### src/design/lcpc_pkg.sv
package lcpc_pkg;

   // number format
   localparam int FRAC_BITS  = 8;
   localparam int RAW_W      = 16;
   localparam int OUT_W      = 14;
   localparam int NUM_LANES  = 4;
   localparam int CAL_W      = 3 * RAW_W;
   localparam int CSR_W      = CAL_W;
   localparam int CSR_IDX_W  = 2;

   // 17 kg in fixed point, and the widths that follow from it
   localparam int MID_KG     = 17;
   localparam int MID_VAL    = MID_KG << FRAC_BITS;
   localparam int QUO_W      = $clog2(MID_VAL);
   localparam int PROD_W     = RAW_W + QUO_W;
   localparam int WGT_W      = QUO_W + 1;
   localparam int OUT_MAX    = (1 << OUT_W) - 1;
   localparam int KG_CEIL    = (2 * MID_VAL > OUT_MAX) ? OUT_MAX : 2 * MID_VAL;

   // one restoring step per quotient bit, behind a front stage and a multiply stage
   localparam int DIV_STAGES = QUO_W;
   localparam int PIPE_DEPTH = DIV_STAGES + 2;

   localparam logic [QUO_W-1:0] MID_Q   = QUO_W'(MID_VAL);
   localparam logic [WGT_W-1:0] MID_WGT = WGT_W'(MID_VAL);
   localparam logic [WGT_W-1:0] TOP_WGT = WGT_W'(2 * MID_VAL);

   // register indexes, also the lane order
   localparam logic [CSR_IDX_W-1:0] CSR_CAL_TOP_RIGHT    = 2'd0;
   localparam logic [CSR_IDX_W-1:0] CSR_CAL_BOTTOM_RIGHT = 2'd1;
   localparam logic [CSR_IDX_W-1:0] CSR_CAL_TOP_LEFT     = 2'd2;
   localparam logic [CSR_IDX_W-1:0] CSR_CAL_BOTTOM_LEFT  = 2'd3;

   localparam int LANE_TOP_RIGHT    = 0;
   localparam int LANE_BOTTOM_RIGHT = 1;
   localparam int LANE_TOP_LEFT     = 2;
   localparam int LANE_BOTTOM_LEFT  = 3;

   typedef struct packed {
      logic [RAW_W-1:0] raw_top_right;
      logic [RAW_W-1:0] raw_bottom_right;
      logic [RAW_W-1:0] raw_top_left;
      logic [RAW_W-1:0] raw_bottom_left;
   } req_data_type;

   typedef struct packed {
      logic [OUT_W-1:0] kg_top_right;
      logic [OUT_W-1:0] kg_bottom_right;
      logic [OUT_W-1:0] kg_top_left;
      logic [OUT_W-1:0] kg_bottom_left;
   } rsp_data_type;

   function automatic logic [OUT_W-1:0] sat_kg(input logic [WGT_W-1:0] w);
      logic [OUT_W-1:0] r;
      if (32'(w) > 32'(OUT_MAX)) begin
         r = OUT_W'(OUT_MAX);
      end else begin
         r = OUT_W'(w);
      end
      return r;
   endfunction

endpackage

### src/design/lcpc_lane.sv
module lcpc_lane import lcpc_pkg::*; (
   input  logic                  clock,
   input  logic [PIPE_DEPTH-1:0] stage_en,
   input  logic [RAW_W-1:0]      raw,
   input  logic [CAL_W-1:0]      cal,
   output logic [WGT_W-1:0]      wgt
);

   logic [RAW_W-1:0] p0, p1, p2;
   logic [RAW_W-1:0] diff_in, fdiv_in;
   logic [WGT_W-1:0] fbase_in;

   logic [RAW_W-1:0] diff_ff, fdiv_ff;
   logic [WGT_W-1:0] fbase_ff;

   logic [PROD_W-1:0] prod_in;

   logic [PROD_W-1:0] rem_ff  [DIV_STAGES];
   logic [RAW_W-1:0]  div_ff  [DIV_STAGES];
   logic [WGT_W-1:0]  base_ff [DIV_STAGES+1];
   logic [QUO_W-1:0]  quo_ff  [DIV_STAGES+1];

   assign p0 = cal[RAW_W-1:0];
   assign p1 = cal[2*RAW_W-1:RAW_W];
   assign p2 = cal[3*RAW_W-1:2*RAW_W];

   // segment pick; outside the segments the divide sees 0 / 1
   always_comb begin
      if (raw < p0) begin
         diff_in  = '0;
         fdiv_in  = RAW_W'(1);
         fbase_in = '0;
      end else if (raw < p1) begin
         diff_in  = raw - p0;
         fdiv_in  = p1 - p0;
         fbase_in = '0;
      end else if (raw < p2) begin
         diff_in  = raw - p1;
         fdiv_in  = p2 - p1;
         fbase_in = MID_WGT;
      end else begin
         diff_in  = '0;
         fdiv_in  = RAW_W'(1);
         fbase_in = TOP_WGT;
      end
   end

   always_ff @(posedge clock) begin
      if (stage_en[0]) begin
         diff_ff  <= diff_in;
         fdiv_ff  <= fdiv_in;
         fbase_ff <= fbase_in;
      end
   end

   assign prod_in = {{QUO_W{1'b0}}, diff_ff} * {{RAW_W{1'b0}}, MID_Q};

   always_ff @(posedge clock) begin
      if (stage_en[1]) begin
         rem_ff[0]  <= prod_in;
         div_ff[0]  <= fdiv_ff;
         base_ff[0] <= fbase_ff;
         quo_ff[0]  <= '0;
      end
   end

   // restoring divide, msb of the quotient first
   for (genvar k = 0; k < DIV_STAGES; k++) begin : g_step
      localparam int BIT = DIV_STAGES - 1 - k;
      logic [PROD_W-1:0] trial;
      logic              fit;
      logic [PROD_W-1:0] rem_in;
      logic [QUO_W-1:0]  quo_in;

      always_comb begin
         trial  = {{QUO_W{1'b0}}, div_ff[k]} << BIT;
         fit    = rem_ff[k] >= trial;
         rem_in = rem_ff[k];
         quo_in = quo_ff[k];
         if (fit) begin
            rem_in      = rem_ff[k] - trial;
            quo_in[BIT] = 1'b1;
         end
      end

      always_ff @(posedge clock) begin
         if (stage_en[k+2]) begin
            base_ff[k+1] <= base_ff[k];
            quo_ff[k+1]  <= quo_in;
         end
      end

      if (k < DIV_STAGES - 1) begin : g_carry
         always_ff @(posedge clock) begin
            if (stage_en[k+2]) begin
               rem_ff[k+1] <= rem_in;
               div_ff[k+1] <= div_ff[k];
            end
         end
      end
   end

   assign wgt = base_ff[DIV_STAGES] + {1'b0, quo_ff[DIV_STAGES]};

endmodule

### config.mk
export PLATFORM = sky130hd
export DESIGN_NAME = lcpc_lane
export DESIGN_NICKNAME = d
export VERILOG_FILES = /design/src/design/lcpc_pkg.sv /design/src/design/lcpc_lane.sv
export SDC_FILE = /design/constraint.sdc
export NUM_CORES = 1
export LEC_CHECK = 0
export BUFFER_PORTS_ARGS = -buffer_cell sky130_fd_sc_hd__buf_2
export CORE_ASPECT_RATIO = 2
export CORE_MARGIN = 2
export CORE_UTILIZATION = 64
export CTS_CLUSTER_DIAMETER = 40
export CTS_CLUSTER_SIZE = 8
export DETAILED_ROUTE_END_ITERATION = 12
export PLACE_DENSITY = 0.91
export SYNTH_ARGS = -nofsm -noshare
export SYNTH_HDL_FRONTEND = slang
export SYNTH_SLANG_ARGS = --single-unit
### constraint.sdc
create_clock -name clock -period 4.31 [get_ports clock]
set_clock_uncertainty 0.2 [all_clocks]
set_input_delay 0.2155 -clock clock [delete_from_list [all_inputs] [get_ports clock]]
set_output_delay 0.2155 -clock clock [all_outputs]
set_load 0.1 [all_outputs]
==> summary.md <==
| Metric | Value |
|---|---|
| Final setup fails | 0 |
| Worst-Skew Late Latency | 0.65 ns |
| Internal Power | 0.0171 W |
| Synth Area in Simple Gates | 0.107 |
| Worst Hold Class | in -> reg |
| Cell taking the most area after synthesis | edfxtp_1 |
| Slew Limit Headroom | 0.214 |
| WL final | 91500 µm |
| Worst r2r src | rem_ff[1][89]$_SDFFCE_PN0P_ |
| # diodes | 0 |
| Overall die height | 346 µm |
| CP Launch Type | input pin |
| Crit path kind | in -> reg |
| Setup crit start | cal[0] |
| Largest net degree at the start of global routing | 59 |
| Pins Over Slew Limit | 0 |
| GRT Residual Overflow | 0 |
| Finished Layout Cells | 4226 |
| Minimum clock period | 4.22 ns |
| GRT Total Usage | 0.306 |
| Sw Ratio | 0.352 |
| Sequential area share after synthesis | 0.530 |
| CTS tree | done |
| Synth top cells by count | 662 x edfxtp_1, 329 x inv_1, 311 x ha_1 |
| Core Area | 0.0580 mm² |
| Seq cells post-synth | 662 |
| Clk buf depth | 3 |
| I/O pin count | 94 |
| RSZ-0062 raised after global routing | no |
| Netlist cell types | 101 |
| Initial antenna violation count | 1 |
| Port bufs | 93 |
| Site Rows | 125 |
| Worst-path fanout max | 21 |
| Sw Pwr | 0.00930 W |
| Async SR Flop Fraction | 0 |
| Pleak | 16.7 nW |
| Setup TNS | 0 ns |
| Number of synthesized flops with an enable pin | 662 |
| Post-synthesis adder-cell area fraction | 0.113 |
| Max Freq | 237 MHz |
| Avg Cell Area, Syn | 11.4 µm² |
| GP Congestion | 0.921 |
| Mapped Cells | 3278 |
| Largest family of logic cells by synthesized area | compound AO/OA/AOI/OAI gates |
| Share of cells above drive strength 1 | 0.0938 |
| Post CTS Setup Buffer Count | 0 |
| Critical path endpoint category | register |
| Count leader, synth | edfxtp_1 |
| Vias/cell | 6.39 |
| Synth-to-Final Area Change | 10.7% |
| Top FF cell, synth | edfxtp_1 |
| Leading post-synthesis cells by cell area | edfxtp_1 53%, ha_1 10%, xnor2_1 3.5% |
| Reg power frac | 0.383 |
| Clock power frac | 0.241 |
| Die Wd | 175 µm |
| Yosys warnings | 0 |
| Max-Cap Viols | 0 |
| FILL cells | 3574 |
| HP Start | cal[22] |
| CTS Buf Count | 92 |
| First-pass GRT wire length | 144000 µm |
| Minimum hold slack | 0.0196 ns |
| Total Die Area | 0.0607 mm² |
| Slew @ Worst Pin | 1.17 ns |
| Number of global-route vias before repair | 29900 |
| Placed Cells | 4111 |
| Run status | finished clean |
| Comb pwr share | 0.377 |
| DRC viols | 0 |
| Arrival time worst endpoint | 4.41 ns |
| Synth Area in Compound Gates | 0.129 |
| Worst-path clk slew | 0.05 ns |
| Post-Syn Area | 0.0375 mm² |
| Critical path data required time | 4.50 ns |
| Root Buffer | clkbuf_16 |
| Top cell type's share of synthesized area | 0.530 |
| Final Cycle Share | 0.980 |
| Drt wl/cell | 21.7 µm |
| Antenna-violating nets left | 0 |
| Overall power | 0.0264 W |
| Pwr Density | 636 mW/mm² |
| Peak supply drop | 372 µV |
| Final Hold Viols | 0 |
| DRT Pass-1 Iters | 6 |
| Initial Util | 0.646 |
| Xor-xnor portion of the synthesized cell area | 0.0644 |
| DP HPWL | 68500 µm |
| Post-synth net total | 3687 |
| Via count | 27000 |
| Starting DRT DRC Count | 1535 |
| Post-synthesis mux area share | 0.0141 |
| Final net count | 3868 |
| CTS H-tree depth | 3 |
| TritonCTS Sinks | 662 |
==> placed cells by master, fill, tap and decap left out, types with 62 or more instances in the layout <==
cell type	synthesis	layout
xor2_1	127	127
ha_1	311	311
inv_1	329	329
a21oi_1	237	235
a21o_1	77	77
nor2_1	225	225
nand2_1	196	196
xnor2_1	149	149
nor3_1	63	62
o21ai_0	191	191
clkbuf_16	0	92
edfxtp_1	662	662
buf_2	18	93
==> final timing paths <==
| check | endpoint | slack (ns) | cells after the start |
|---|---|---|---|
| max | diff_ff[0]$_SDFFCE_PN0P_ | 0.09 | 15 |
| min | fdiv_ff[6]$_SDFFCE_PN0P_ | 0.02 | 5 |
| max reg2reg | rem_ff[1][120]$_DFFE_PP_ | 0.40 | 9 |
| min reg2reg | quo_ff[0][100]$_DFFE_PP_ | 0.21 | 0 |
==> kinds of logic (layout without fill, tap and decap cells) <==
logic type,count (synthesis),in the layout
multiplexers,46,46
adder cells (fa/ha/maj),329,329
flip-flops,662,662
XOR/XNOR,276,276
AND/OR/NAND/NOR,809,809
buffers and inverters,387,573
AO/OA/AOI/OAI,769,769
==> timing repair <==
action / in CTS / in global routing
endpoints found under the setup margin: 0 / 2
hold buffers: 16 / 0
hold endpoints to repair: 28 / 0
resized for setup: 0 / 1
==> area by class of cell <==
| class | count | area (µm²) | area share |
|---|---|---|---|
| tap | 762 | 953 | 0.0230 |
| sequential | 662 | 19900 | 0.479 |
| clock inverter | 7 | 150 | 0.00362 |
| clock buffer | 92 | 2300 | 0.0554 |
| inverter | 331 | 1240 | 0.0299 |
| multi-input combinational | 2229 | 16100 | 0.388 |
| timing repair buffer | 143 | 906 | 0.0218 |
==> power groups by stage <==
| stage | Combinational (W) | Sequential (W) | Clock [W] |
|---|---|---|---|
| 2_1_floorplan | 0.00714 | 0.00983 | 0 |
| 3_3_place_gp | 0.00911 | 0.0101 | 0 |
| 3_5_place_dp | 0.00955 | 0.0102 | 0 |
| 4_1_cts | 0.00976 | 0.0101 | 0.00639 |
| 5_1_grt | 0.0109 | 0.0102 | 0.00663 |
| 6_report | 0.00994 | 0.0101 | 0.00635 |
==> layer usage <==
layer | routed length (µm) | global-route usage
met1 | 23500 | 0.198
met4 | 11700 | 0.344
met3 | 3570 | 0.0528
met2 | 52800 | 0.619
met5 | 7 | 0
==> worst max-delay path, cell delays in order <==
cell	delay, ns
dlygate4sd3_1	0.52
buf_2	0.11
ha_1	0.18
fa_1	0.26
nor2b_1	0.08
o31ai_1	0.48
a22oi_1	0.18
and2_1	0.26
a41o_1	0.29
o31a_1	0.30
a31oi_4	0.20
buf_4	0.28
nand2b_4	0.34
o22ai_1	0.12
dlygate4sd3_1	0.59
==> registers in the layout (all words and copies together) (netlist names) <==
signal	count
base_ff	28
diff_ff	16
div_ff	208
fbase_ff	2
fdiv_ff	16
quo_ff	91
rem_ff	301
==> through the flow <==
stage	setup WS [ns]	area, µm²	utilization
CTS	0.0834	41500	0.716
floorplan	1.10	37500	-
global placement	0.586	38900	0.671
finish	0.0853	41500	0.716
detailed placement	0.473	38900	0.671
global route	0.0231	41500	0.716
No activity file was read; power rests on OpenSTA's default activity.
